===== src/fkn_pkg.sv =====
// Types, constants and hash step functions of the flow key hash core.
`timescale 1ns / 1ps
`default_nettype none

package fkn_pkg;

    localparam int CFG_IDX_W       = 2;
    localparam int CFG_DATA_W      = 1;
    localparam int NUM_HASH_STAGES = 10;

    localparam logic [7:0] PROTO_TCP = 8'd6;
    localparam logic [7:0] PROTO_UDP = 8'd17;

    typedef enum logic [CFG_IDX_W-1:0] {
        CFG_VLAN_AGNOSTIC,
        CFG_MPLS_OVERLAP_MODE
    } cfg_reg_e;

    typedef enum logic [2:0] {
        HOP_LOAD_MIX_A,
        HOP_ADD3_MIX_A,
        HOP_ADD6_MIX_A,
        HOP_ADD9_MIX_A,
        HOP_MIX_B,
        HOP_FINAL_A,
        HOP_FINAL_B
    } hash_op_e;

    // Each mix round is split over two stages, and so is the final step.
    localparam hash_op_e STAGE_OP [NUM_HASH_STAGES] = '{
        HOP_LOAD_MIX_A, HOP_MIX_B,
        HOP_ADD3_MIX_A, HOP_MIX_B,
        HOP_ADD6_MIX_A, HOP_MIX_B,
        HOP_ADD9_MIX_A, HOP_MIX_B,
        HOP_FINAL_A,    HOP_FINAL_B
    };

    typedef struct packed {
        logic [63:0] low_addr_upper;
        logic [63:0] low_addr_lower;
        logic [63:0] high_addr_upper;
        logic [63:0] high_addr_lower;
        logic [15:0] low_side_port;
        logic [15:0] high_side_port;
        logic [7:0]  key_protocol;
        logic [11:0] key_vlan;
        logic [19:0] key_mpls;
    } key_t;

    typedef struct packed {
        logic [31:0] a;
        logic [31:0] b;
        logic [31:0] c;
    } abc_t;

    typedef logic [10:0][31:0] word_arr_t;

    function automatic logic [31:0] rotl(input logic [31:0] x, input int unsigned k);
        return (x << k) | (x >> (32 - k));
    endfunction

    function automatic logic rfc1918(input logic [31:0] ip);
        return (ip[31:24] == 8'h0A) || (ip[31:20] == 12'hAC1) || (ip[31:16] == 16'hC0A8);
    endfunction

    function automatic word_arr_t key_words(input key_t k);
        word_arr_t w;
        w[0]  = k.low_addr_upper[63:32];
        w[1]  = k.low_addr_upper[31:0];
        w[2]  = k.low_addr_lower[63:32];
        w[3]  = k.low_addr_lower[31:0];
        w[4]  = k.high_addr_upper[63:32];
        w[5]  = k.high_addr_upper[31:0];
        w[6]  = k.high_addr_lower[63:32];
        w[7]  = k.high_addr_lower[31:0];
        w[8]  = {k.high_side_port, k.low_side_port};
        w[9]  = {8'h00, k.key_protocol, 4'h0, k.key_vlan};
        w[10] = {12'h000, k.key_mpls};
        return w;
    endfunction

    // First three lines of the lookup3 mix.
    function automatic abc_t mix_first(input abc_t s);
        abc_t r;
        r = s;
        r.a = r.a - r.c; r.a = r.a ^ rotl(r.c, 4);  r.c = r.c + r.b;
        r.b = r.b - r.a; r.b = r.b ^ rotl(r.a, 6);  r.a = r.a + r.c;
        r.c = r.c - r.b; r.c = r.c ^ rotl(r.b, 8);  r.b = r.b + r.a;
        return r;
    endfunction

    // Last three lines of the lookup3 mix.
    function automatic abc_t mix_second(input abc_t s);
        abc_t r;
        r = s;
        r.a = r.a - r.c; r.a = r.a ^ rotl(r.c, 16); r.c = r.c + r.b;
        r.b = r.b - r.a; r.b = r.b ^ rotl(r.a, 19); r.a = r.a + r.c;
        r.c = r.c - r.b; r.c = r.c ^ rotl(r.b, 4);  r.b = r.b + r.a;
        return r;
    endfunction

    function automatic abc_t final_first(input abc_t s);
        abc_t r;
        r = s;
        r.c = r.c ^ r.b; r.c = r.c - rotl(r.b, 14);
        r.a = r.a ^ r.c; r.a = r.a - rotl(r.c, 11);
        r.b = r.b ^ r.a; r.b = r.b - rotl(r.a, 25);
        r.c = r.c ^ r.b; r.c = r.c - rotl(r.b, 16);
        return r;
    endfunction

    function automatic abc_t final_second(input abc_t s);
        abc_t r;
        r = s;
        r.a = r.a ^ r.c; r.a = r.a - rotl(r.c, 4);
        r.b = r.b ^ r.a; r.b = r.b - rotl(r.a, 14);
        r.c = r.c ^ r.b; r.c = r.c - rotl(r.b, 24);
        return r;
    endfunction

    function automatic abc_t hash_step(input hash_op_e op, input key_t k, input abc_t s);
        word_arr_t w;
        abc_t      r;
        w = key_words(k);
        r = s;
        case (op)
            HOP_LOAD_MIX_A:
            begin
                r.a = w[0];
                r.b = w[1];
                r.c = w[2];
                r = mix_first(r);
            end
            HOP_ADD3_MIX_A:
            begin
                r.a = r.a + w[3];
                r.b = r.b + w[4];
                r.c = r.c + w[5];
                r = mix_first(r);
            end
            HOP_ADD6_MIX_A:
            begin
                r.a = r.a + w[6];
                r.b = r.b + w[7];
                r.c = r.c + w[8];
                r = mix_first(r);
            end
            HOP_ADD9_MIX_A:
            begin
                r.a = r.a + w[9];
                r.b = r.b + w[10];
                r = mix_first(r);
            end
            HOP_MIX_B:   r = mix_second(r);
            HOP_FINAL_A: r = final_first(r);
            HOP_FINAL_B: r = final_second(r);
            default:     r = s;
        endcase
        return r;
    endfunction

endpackage

`default_nettype wire


===== src/fkn_if.sv =====
// Valid/ready channel interfaces for header tuples and flow key results.
`timescale 1ns / 1ps
`default_nettype none

interface fkn_in_if;
    logic        valid;
    logic        ready;
    logic        is_ipv4;
    logic [63:0] src_addr_upper;
    logic [63:0] src_addr_lower;
    logic [63:0] dst_addr_upper;
    logic [63:0] dst_addr_lower;
    logic [15:0] src_port_in;
    logic [15:0] dst_port_in;
    logic [7:0]  ip_protocol;
    logic [11:0] vlan_id;
    logic [19:0] mpls_label_in;

    modport source (
        output valid, is_ipv4, src_addr_upper, src_addr_lower, dst_addr_upper,
               dst_addr_lower, src_port_in, dst_port_in, ip_protocol, vlan_id,
               mpls_label_in,
        input  ready
    );

    modport sink (
        input  valid, is_ipv4, src_addr_upper, src_addr_lower, dst_addr_upper,
               dst_addr_lower, src_port_in, dst_port_in, ip_protocol, vlan_id,
               mpls_label_in,
        output ready
    );
endinterface


`default_nettype wire


===== src/fkn_normalize.sv =====
// First pipeline stage: orders the endpoints and masks the key fields.
`timescale 1ns / 1ps
`default_nettype none

module fkn_normalize (
    input  wire logic          clk,
    input  wire logic          rst_n,
    fkn_in_if.sink             hdr,
    input  wire logic          vlan_agnostic,
    input  wire logic          mpls_overlap_mode,
    output fkn_pkg::key_t      key,
    output logic               key_valid,
    input  wire logic          key_ready
);

    logic          valid_reg;
    fkn_pkg::key_t key_reg;
    fkn_pkg::key_t key_next;

    logic        ports_used;
    logic [15:0] sp;
    logic [15:0] dp;
    logic [31:0] s32;
    logic [31:0] d32;
    logic        less;
    logic        equal;
    logic        keep_mpls;

    always_comb
    begin
        ports_used = (hdr.ip_protocol == fkn_pkg::PROTO_TCP) ||
                     (hdr.ip_protocol == fkn_pkg::PROTO_UDP);
        sp  = ports_used ? hdr.src_port_in : 16'h0000;
        dp  = ports_used ? hdr.dst_port_in : 16'h0000;
        s32 = hdr.src_addr_upper[63:32];
        d32 = hdr.dst_addr_upper[63:32];

        // IPv4 orders on the top word alone; IPv6 on the whole 128 bits.
        if (hdr.is_ipv4)
        begin
            less  = s32 < d32;
            equal = s32 == d32;
            keep_mpls = mpls_overlap_mode && fkn_pkg::rfc1918(s32) &&
                        fkn_pkg::rfc1918(d32);
        end
        else
        begin
            less  = {hdr.src_addr_upper, hdr.src_addr_lower} <
                    {hdr.dst_addr_upper, hdr.dst_addr_lower};
            equal = {hdr.src_addr_upper, hdr.src_addr_lower} ==
                    {hdr.dst_addr_upper, hdr.dst_addr_lower};
            keep_mpls = mpls_overlap_mode;
        end

        if (less || equal)
        begin
            key_next.low_addr_upper  = hdr.src_addr_upper;
            key_next.low_addr_lower  = hdr.src_addr_lower;
            key_next.high_addr_upper = hdr.dst_addr_upper;
            key_next.high_addr_lower = hdr.dst_addr_lower;
            if (less || (sp < dp))
            begin
                key_next.low_side_port  = sp;
                key_next.high_side_port = dp;
            end
            else
            begin
                key_next.low_side_port  = dp;
                key_next.high_side_port = sp;
            end
        end
        else
        begin
            key_next.low_addr_upper  = hdr.dst_addr_upper;
            key_next.low_addr_lower  = hdr.dst_addr_lower;
            key_next.high_addr_upper = hdr.src_addr_upper;
            key_next.high_addr_lower = hdr.src_addr_lower;
            key_next.low_side_port   = dp;
            key_next.high_side_port  = sp;
        end

        key_next.key_protocol = hdr.ip_protocol;
        key_next.key_vlan     = vlan_agnostic ? 12'h000 : hdr.vlan_id;
        key_next.key_mpls     = keep_mpls ? hdr.mpls_label_in : 20'h00000;
    end

    assign hdr.ready = !valid_reg || key_ready;

    always_ff @(posedge clk or negedge rst_n)
    begin
        if (!rst_n)
        begin
            valid_reg <= 1'b0;
        end
        else if (hdr.ready)
        begin
            valid_reg <= hdr.valid;
        end
    end

    always_ff @(posedge clk)
    begin
        if (hdr.ready && hdr.valid)
        begin
            key_reg <= key_next;
        end
    end

    assign key       = key_reg;
    assign key_valid = valid_reg;

endmodule

`default_nettype wire


===== src/flat_wrapper.sv =====
// flat-port wrapper written by rule: the top's interface ports become plain ports
module fkn_normalize_flat 
  (clk, rst_n, vlan_agnostic, mpls_overlap_mode, key, key_valid, key_ready, hdr_valid, hdr_is_ipv4, hdr_src_addr_upper, hdr_src_addr_lower, hdr_dst_addr_upper, hdr_dst_addr_lower, hdr_src_port_in, hdr_dst_port_in, hdr_ip_protocol, hdr_vlan_id, hdr_mpls_label_in, hdr_ready);
  fkn_in_if hdr_i ();
  input  wire logic clk;
  input  wire logic rst_n;
  input  wire logic vlan_agnostic;
  input  wire logic mpls_overlap_mode;
  output fkn_pkg::key_t key;
  output logic key_valid;
  input  wire logic key_ready;
  input wire logic [$bits(hdr_i.valid)-1:0] hdr_valid;
  input wire logic [$bits(hdr_i.is_ipv4)-1:0] hdr_is_ipv4;
  input wire logic [$bits(hdr_i.src_addr_upper)-1:0] hdr_src_addr_upper;
  input wire logic [$bits(hdr_i.src_addr_lower)-1:0] hdr_src_addr_lower;
  input wire logic [$bits(hdr_i.dst_addr_upper)-1:0] hdr_dst_addr_upper;
  input wire logic [$bits(hdr_i.dst_addr_lower)-1:0] hdr_dst_addr_lower;
  input wire logic [$bits(hdr_i.src_port_in)-1:0] hdr_src_port_in;
  input wire logic [$bits(hdr_i.dst_port_in)-1:0] hdr_dst_port_in;
  input wire logic [$bits(hdr_i.ip_protocol)-1:0] hdr_ip_protocol;
  input wire logic [$bits(hdr_i.vlan_id)-1:0] hdr_vlan_id;
  input wire logic [$bits(hdr_i.mpls_label_in)-1:0] hdr_mpls_label_in;
  output wire logic [$bits(hdr_i.ready)-1:0] hdr_ready;
  assign hdr_i.valid = hdr_valid;
  assign hdr_i.is_ipv4 = hdr_is_ipv4;
  assign hdr_i.src_addr_upper = hdr_src_addr_upper;
  assign hdr_i.src_addr_lower = hdr_src_addr_lower;
  assign hdr_i.dst_addr_upper = hdr_dst_addr_upper;
  assign hdr_i.dst_addr_lower = hdr_dst_addr_lower;
  assign hdr_i.src_port_in = hdr_src_port_in;
  assign hdr_i.dst_port_in = hdr_dst_port_in;
  assign hdr_i.ip_protocol = hdr_ip_protocol;
  assign hdr_i.vlan_id = hdr_vlan_id;
  assign hdr_i.mpls_label_in = hdr_mpls_label_in;
  assign hdr_ready = hdr_i.ready;
  fkn_normalize u_core (.clk(clk), .rst_n(rst_n), .hdr(hdr_i), .vlan_agnostic(vlan_agnostic), .mpls_overlap_mode(mpls_overlap_mode), .key(key), .key_valid(key_valid), .key_ready(key_ready));
endmodule

===== config.mk =====
export PLATFORM = sky130hd
export DESIGN_NAME = fkn_normalize_flat
export DESIGN_NICKNAME = d
export VERILOG_FILES = /design/src/fkn_pkg.sv /design/src/fkn_if.sv /design/src/fkn_normalize.sv /design/src/flat_wrapper.sv
export SDC_FILE = /design/constraint.sdc
export NUM_CORES = 1
export LEC_CHECK = 0
export BUFFER_PORTS_ARGS = -buffer_cell sky130_fd_sc_hd__buf_4
export CAP_MARGIN = 20
export CORE_AREA = 5 5 256 258
export CTS_CLUSTER_DIAMETER = 50
export DETAILED_ROUTE_END_ITERATION = 8
export DIE_AREA = 0 0 261 263
export PLACE_DENSITY_LB_ADDON = 0.08
export SYNTH_ARGS = -nofsm -noshare
export SYNTH_HDL_FRONTEND = slang
export SYNTH_SLANG_ARGS = --single-unit

===== constraint.sdc =====
create_clock -name clk -period 12 [get_ports clk]
set_clock_uncertainty 0.2 [all_clocks]
set_input_delay 1.2 -clock clk [delete_from_list [all_inputs] [get_ports clk]]
set_output_delay 1.2 -clock clk [all_outputs]
set_load 0.02 [all_outputs]

==> reports/summary.txt, run 1 <==
TIMING
--------------------------------------------------------------------------------------
Final Cycle Share                                                                46.5%
Fin. Hold Viols                                                                      0
Tightest Pin Transition                                                        1040 ps
Number of setup violations in the final report                                       0
RSZ-0062 raised after global routing                                                no
Shortest clock period the worst path allows after layout                       5580 ps
Number of pins with negative max-slew slack in the final report                      0
Relative slew margins                                                            30.4%
Setup Total Neg Slack                                                             0 ps
FMAX                                                                           179 MHz

CLOCKING
--------------------------------------------------------------------------------------
Clock sinks                                                                        329
CTS buffer count                                                                    55
Clock insertion delay at the later pin of the skew report                       580 ps
CTS tree                                                                          done
H-tree depth                                                                         2
Hold-fix buffers, CTS                                                                0
Clock slew at the register clock pins of the worst setup and hold paths          50 ps
Root Driver                                                                  clkbuf_16
Buffer levels on the longest clock path                                              3
Number of buffers added for setup after CTS                                          0
Number of gates resized after cts                                                    0

SETUP PATH
--------------------------------------------------------------------------------------
CP Launch Type                                                            primary input
Critical path peak fanout                                                          128
Setup slack on the worst flop-to-flop path                                     8460 ps
Worst reg-to-reg path cell count                                                     4
Kind of end point of the critical path                                            flop
Type of the worst setup path                                                 in -> reg
Data arrival time of the worst path                                            5710 ps
R2R Path Start                                                            u_core.key_valid$_DFFE_PN0N_
Worst EP required                                                             12120 ps
Endpoint of the lowest-slack register-to-register path                    u_core.key[93]$_DFFE_PP_

ROUTING
--------------------------------------------------------------------------------------
Total via count after detailed routing                                           12900
Pre-Repair DR Iteration Count                                                        4
Detailed Route Iter0 Violations                                                    581
Detailed-route wire length                                                     63.4 mm
Number of routed nets with antenna violations                                        0
Residual DRC                                                                         0
Via count normalized by instance count                                            4.51
Avg WL per Cell                                                           22.1 microns

POWER AND IR DROP
--------------------------------------------------------------------------------------
NetSw                                                                         0.993 mW
Pwr Density                                                                142 nW/um^2
Relative contribution of combinational cells to total power                      20.7%
Switching share of total power                                                   26.7%
Clock share of power                                                             41.5%
Cell-internal power                                                            2.72 mW
Reg power frac                                                                   37.8%
Overall Power                                                                  3.72 mW
Leakage                                                                        12.2 nW
Worst IR drop on VDD                                                         0.0941 mV

SYNTHESIS
--------------------------------------------------------------------------------------
Average cell area after synthesis                                           14.6 sq um
Synth top area cells                                                      edfxtp_1 53%, mux2_4 19%, ha_1 9.7%
Seq cells post-synth                                                               329
Cell types with the highest counts after synthesis                        328 x edfxtp_1, 238 x mux2_4, 147 x inv_1, 144 x ha_1, 69 x nand2_1
Share of flip-flops with an asynchronous set or reset                           0.304%
Cell area after synthesis                                                  18600 sq um
Warnings, synthesis                                                                  0
Count leader, synth                                                           edfxtp_1
Largest area contributor in the synthesized netlist                           edfxtp_1
Gate count after technology mapping                                               1276
Synth top area share                                                             52.8%
Number of enable-type register cells in the synthesized netlist                    328
Total nets after synthesis                                                        1755
Sequential share of the synthesized area                                         53.0%
Most used flip-flop cell after synthesis                                      edfxtp_1
Count of unique library cells instantiated by Yosys                                 57

FLOW RUN
--------------------------------------------------------------------------------------
Number of max-cap violations                                                         0

FINAL LAYOUT
--------------------------------------------------------------------------------------
Signed area change from the synthesized netlist to the final layout              40.3%
Final core utilization                                                           41.7%
Number of flip-flops in the largest register                                       328
Final cell area excluding filler cells                                     26200 sq um
Number of nets in the layout                                                      2448
Final Instance Count excl. Fillers                                                2868
Final-layout fill cell count                                                      5974
Fraction of layout instances using a drive strength above 1                      50.9%

DIE
--------------------------------------------------------------------------------------
Area enclosed by the die boundary                                          68600 sq um
DIE WIDTH                                                                  261 microns
I/O Pins                                                                           665
Die Span Y                                                                 263 microns
Placeable core area                                                        62700 sq um
Row cnt                                                                             92
Initial standard-cell utilization of the core                                    29.7%

PLACEMENT
--------------------------------------------------------------------------------------
Sum of net half-perimeters after detailed placement                            50.6 mm
Global placer's final weighted congestion                                        0.819
Instance area after placement                                              24300 sq um
Input/output buffers                                                               664
Placed Cells incl. Taps                                                           2758

GRT
--------------------------------------------------------------------------------------
Global-route usage over all layers                                               17.4%
Largest net degree at the start of global routing                                  129
Overflow after GRT                                                                   0
Antenna violations before repair                                                    14
Vias in the first global route                                                   13700
Wire length of the first global-routing pass                                   89.9 mm

OUTCOME
--------------------------------------------------------------------------------------
Outcome                                                                   finished, final reports clean

MIN PATH
--------------------------------------------------------------------------------------
Hold Path Class                                                            in -> async

## layout make-up
| cell class | count | area, sq um | share of cell area, % |
|---|---|---|---|
| tap | 846 | 1060 | 4.05 |
| antenna | 8 | 20.0 | 0.0765 |
| timing repair buffer | 675 | 5080 | 19.4 |
| clock buffer | 65 | 1440 | 5.49 |
| sequential | 329 | 9870 | 37.8 |
| multi-input combinational | 761 | 7780 | 29.8 |
| clock inverter | 37 | 353 | 1.35 |
| inverter | 147 | 552 | 2.11 |
## power by group through the flow
stage	logic, mW	clock network (mW)	registers (mW)
2_1_floorplan	0.371	0	1.54
3_3_place_gp	0.775	0	1.43
3_5_place_dp	0.780	0	1.43
4_1_cts	0.783	1.59	1.41
5_1_grt	0.824	1.65	1.41
6_report	0.771	1.54	1.40
## logic make-up (layout without fill, tap and decap cells)
kind of cell | Yosys count | count (layout) | share of synthesized area (%)
buffers and inverters | 186 | 924 | 5.34
AOI/OAI and AO/OA | 131 | 131 | 4.39
and+or+nand+nor | 198 | 198 | 5.65
DFF | 329 | 329 | 53.0
other | 0 | 8 | 0
adders and majority gates | 144 | 144 | 9.67
muxes | 288 | 288 | 22.0
## worst max path at each step
stage                                  end                   start
4_1_cts           u_core.key[82]$_DFFE_PP_  hdr_dst_addr_lower[62]
6_report          u_core.key[82]$_DFFE_PP_  hdr_dst_addr_lower[62]
5_1_grt           u_core.key[82]$_DFFE_PP_  hdr_dst_addr_lower[62]
3_3_place_gp      u_core.key[82]$_DFFE_PP_  hdr_src_addr_upper[39]
2_1_floorplan  u_core.key[0]$_SDFFCE_PN0P_               key_ready
3_5_place_dp      u_core.key[83]$_DFFE_PP_  hdr_dst_addr_lower[62]
## routing by layer
metal / track usage, % / vias up / part of all wire [%]
met3: 7.08 / 107 / 9.3
li1: - / 6187 / -
met1: 18.5 / 6240 / 37
met4: 6.05 / 12 / 3.0
met5: 0 / - / 0.13
met2: 31.2 / 380 / 51
## stage by stage
step           worst slack (ps)  hold slack [ps]
2_1_floorplan              2140              583
3_3_place_gp               5930              322
3_5_place_dp               5770              345
4_1_cts                    6400              134
5_1_grt                    6140              143
6_report                   6420              182
## worst max-delay path, stage by stage
cell and delay (ps):
buf_4 90, inv_1 40, ha_1 330, nand4_1 240, nor4_2 580, nand3_1 200
nor4_2 380, and4_1 250, a21oi_1 150, o21ai_4 130, buf_12 710, buf_4 870
mux2_2 420
## placed cells by master, fill, tap and decap left out, drive strengths merged, types with 6 or more instances in the layout
| cell type | n |
|---|---|
| nand4 | 27 |
| and3 | 20 |
| nand2b | 6 |
| nor2 | 15 |
| clkinvlp | 6 |
| a211oi | 6 |
| nor2b | 14 |
| clkinv | 24 |
| mux2 | 254 |
| nor3 | 8 |
| clkbuf | 65 |
| nand2 | 69 |
| a21o | 11 |
| a21oi | 61 |
| nor4 | 11 |
| inv | 149 |
| edfxtp | 328 |
| mux2i | 34 |
| nand3 | 14 |
| a31oi | 6 |
| buf | 675 |
| diode | 8 |
| ha | 144 |
| o21ai | 22 |
Note: power is estimated with default switching activity, not from simulation.
==> inputs of run 2 (changes only) <==
Settings changed: ABC_AREA from default to 1, CORE_AREA 5 5 256 258 to 5 5 253 255, DIE_AREA 0 0 261 263 to 0 0 258 260.
Clock period 12 ns to 4.9 ns, I/O delays scaled along.
==> run 2 against run 1 <==
Net effect:
- flip-flop and latch count is the same
- power grew to 2.6 times the previous value
- sequential share of layout area shrank 3.4 points
==> reports/summary.txt, run 2 <==
DIE
--------------------------------------------------------------------------------------
DIE WIDTH                                                                  258 microns
Row cnt                                                                             91
Area enclosed by the die boundary                                          67100 sq um
Placeable core area                                                        61400 sq um
I/O Pins                                                                           665
Die Span Y                                                                 260 microns
Initial standard-cell utilization of the core                                    30.2%

SETUP PATH
--------------------------------------------------------------------------------------
Critical path peak fanout                                                           26
CP Launch Type                                                            primary input
Data arrival time of the worst path                                            4010 ps
Worst EP required                                                              5020 ps
Endpoint of the lowest-slack register-to-register path                    u_core.key[292]$_DFFE_PP_
Setup slack on the worst flop-to-flop path                                     2780 ps
Kind of end point of the critical path                                            flop
Worst reg-to-reg path cell count                                                     3
Type of the worst setup path                                                 in -> reg
R2R Path Start                                                            u_core.key_valid$_DFFE_PN0N_

TIMING
--------------------------------------------------------------------------------------
Tightest Pin Transition                                                         695 ps
Relative slew margins                                                            53.5%
FMAX                                                                           257 MHz
Final Cycle Share                                                                79.3%
Setup Total Neg Slack                                                             0 ps
RSZ-0062 raised after global routing                                                no
Fin. Hold Viols                                                                      0
Number of pins with negative max-slew slack in the final report                      0
Shortest clock period the worst path allows after layout                       3890 ps
Number of setup violations in the final report                                       0

FINAL LAYOUT
--------------------------------------------------------------------------------------
Leading cell types in the layout, fill and taps excluded                  679 x buf_4, 476 x nand2_1, 366 x inv_1, 328 x edfxtp_1, 271 x dlygate4sd3_1
Fraction of layout instances using a drive strength above 1                      30.5%
Multi-input combinational cell area                                         6590 sq um
Number of nets in the layout                                                      3329
Signed area change from the synthesized netlist to the final layout              55.5%
Number of flip-flops in the largest register                                       328
Area taken by flip-flops and latches                                        9880 sq um
Final Instance Count excl. Fillers                                                3687
Final-layout fill cell count                                                      5841
Most frequent standard cell in the layout excluding fill and tap cells           buf_4

MIN PATH
--------------------------------------------------------------------------------------
Hold path start                                                           hdr_src_addr_upper[48]
Hold path cells                                                                      3
Hold Path Class                                                              in -> reg
Endpoint of the worst hold-timing path                                    u_core.key[312]$_DFFE_PP_

CLOCKING
--------------------------------------------------------------------------------------
CTS tree                                                                          done
Number of buffers added for setup after CTS                                          0
Clock slew at the register clock pins of the worst setup and hold paths          50 ps
H-tree depth                                                                         2
Buffer levels on the longest clock path                                              3
Root Driver                                                                  clkbuf_16
Hold-fix buffers, CTS                                                              271
Clock insertion delay at the later pin of the skew report                       580 ps
Clock sinks                                                                        329
Number of gates resized after cts                                                    0
CTS buffer count                                                                    54

PLACEMENT
--------------------------------------------------------------------------------------
Input/output buffers                                                               664
Placed Cells incl. Taps                                                           3312
Global placer's final weighted congestion                                        0.869
Sum of net half-perimeters after detailed placement                            52.4 mm

SYNTHESIS
--------------------------------------------------------------------------------------
Synth top area cells                                                      edfxtp_1 53%, ha_1 9.7%, nand2_1 9.7%
Sequential share of the synthesized area                                         53.4%
Count leader, synth                                                            nand2_1
Count of unique library cells instantiated by Yosys                                 32
Gate count after technology mapping                                               1901
Most used flip-flop cell after synthesis                                      edfxtp_1
Synth top area share                                                             53.2%
Warnings, synthesis                                                                  0
Cell area after synthesis                                                  18500 sq um
Seq cells post-synth                                                               329
Largest area contributor in the synthesized netlist                           edfxtp_1
Cell types with the highest counts after synthesis                        476 x nand2_1, 366 x inv_1, 328 x edfxtp_1, 144 x ha_1, 131 x o21ai_1
Total nets after synthesis                                                        2380
Number of enable-type register cells in the synthesized netlist                    328
Share of flip-flops with an asynchronous set or reset                           0.304%
Average cell area after synthesis                                           9.74 sq um

GRT
--------------------------------------------------------------------------------------
Largest net degree at the start of global routing                                  100
Global-route usage over all layers                                               18.8%
Wire length of the first global-routing pass                                   97.5 mm
Antenna violations before repair                                                     4
Overflow after GRT                                                                   0
Vias in the first global route                                                   16600

POWER AND IR DROP
--------------------------------------------------------------------------------------
Worst IR drop on VDD                                                          0.228 mV
Pwr Density                                                                334 nW/um^2
Leakage                                                                        13.8 nW

ROUTING
--------------------------------------------------------------------------------------
Total via count after detailed routing                                           16200
Met3 layer wire length in the routed design                                    5.46 mm
Detailed Route Iter0 Violations                                                    780
Residual DRC                                                                         0
Number of routed nets with antenna violations                                        0
Met2 WL post-DR                                                                33.8 mm
Via count normalized by instance count                                            4.39
Pre-Repair DR Iteration Count                                                        5
Avg WL per Cell                                                           18.1 microns
Detailed-routing wirelength on met1                                            25.3 mm
Detailed-route wire length                                                     66.8 mm
Top Metal Used                                                                    met4

OUTCOME
--------------------------------------------------------------------------------------
Outcome                                                                   finished, final reports clean

FLOW RUN
--------------------------------------------------------------------------------------
Number of max-cap violations                                                         0

[run 2: changes by cell type in the layout (fill, tap and decap cells not counted), sizes merged, moves of 10 or more]
cell,delta
buf,+15
nor2,+56
inv,+220
a21oi,+10
dlygate4sd3,+271
o21ai,+277
nor2b,-13
mux2,-254
and3,-20
nand2,+409
mux2i,-34
[run 2: kinds of logic (layout without fill, tap and decap cells)]
| family | Yosys count | after routing | synth area share [%] |
|---|---|---|---|
| AND/OR/NAND/NOR | 603 | 603 | 13.0 |
| buffers and inverters | 434 | 1424 | 11.1 |
| AO/OA/AOI/OAI | 391 | 391 | 12.8 |
| flip-flops | 329 | 329 | 53.4 |
| adder cells (fa/ha/maj) | 144 | 144 | 9.74 |
| other | 0 | 6 | 0 |
[run 2: final cells by class]
cell class	instances	share of cell area, %
antenna	6	0.0522
clock buffer	61	5.01
clock inverter	36	1.60
inverter	366	4.77
multi-input combinational	1138	22.9
sequential	329	34.3
tap	790	3.43
timing repair buffer	961	27.9
[run 2: per-layer routing]
| layer | vias to the layer above | global-route usage, % |
|---|---|---|
| met1 | 7374 | 21.1 |
| li1 | 8224 | - |
| met2 | 482 | 33.6 |
| met5 | - | 0 |
| met3 | 116 | 6.46 |
| met4 | 0 | 6.24 |
[run 2: through the flow]
| step | hold WS (ps) | worst slack (ps) | util, % | area [sq um] | power (mW) |
|---|---|---|---|---|---|
| floorplan | -5.59 | -1730 | - | 18500 | 4.67 |
| global placement | 66.7 | 917 | 39.3 | 24100 | 5.42 |
| detailed placement | 66.2 | 918 | 39.3 | 24100 | 5.44 |
| CTS | 0.930 | 949 | 46.8 | 28700 | 9.76 |
| global route | 7.52 | 648 | 46.9 | 28800 | 10.1 |
| finish | 43.9 | 1010 | 46.9 | 28800 | 9.62 |
[run 2: worst max-delay path by stage]
stage / startpoint / endpoint / slack [ps]
after floorplan: u_core.key_valid$_DFFE_PN0N_ / u_core.key[0]$_SDFFCE_PN0P_ / -1730
after global placement: hdr_ip_protocol[6] / u_core.key[64]$_DFFE_PP_ / 920
after detailed placement: hdr_ip_protocol[6] / u_core.key[64]$_DFFE_PP_ / 920
after CTS: hdr_ip_protocol[6] / u_core.key[60]$_DFFE_PP_ / 950
after global routing: hdr_ip_protocol[6] / u_core.key[56]$_DFFE_PP_ / 650
final: hdr_ip_protocol[1] / u_core.key[60]$_DFFE_PP_ / 1010
[run 2: worst max-delay path: stages]
cell	delay, ps
dlygate4sd3_1	550
buf_4	160
inv_1	50
nand2_1	50
nor2_1	110
nand2_1	60
nand2_1	370
buf_4	320
nand2_1	100
inv_1	90
ha_1	140
a21oi_1	80
o21a_1	180
o221ai_1	320
a21oi_2	70
nand2_2	150
nand3_2	230
buf_4	300
nand2_1	80
o21ai_0	90
[run 2: power breakdown]
part	switching (mW)	internal (mW)	leakage, nW
clock network	1.43	2.63	0.926
logic	1.19	0.886	9.67
registers	0.0716	3.41	3.19
total	2.68	6.93	13.8
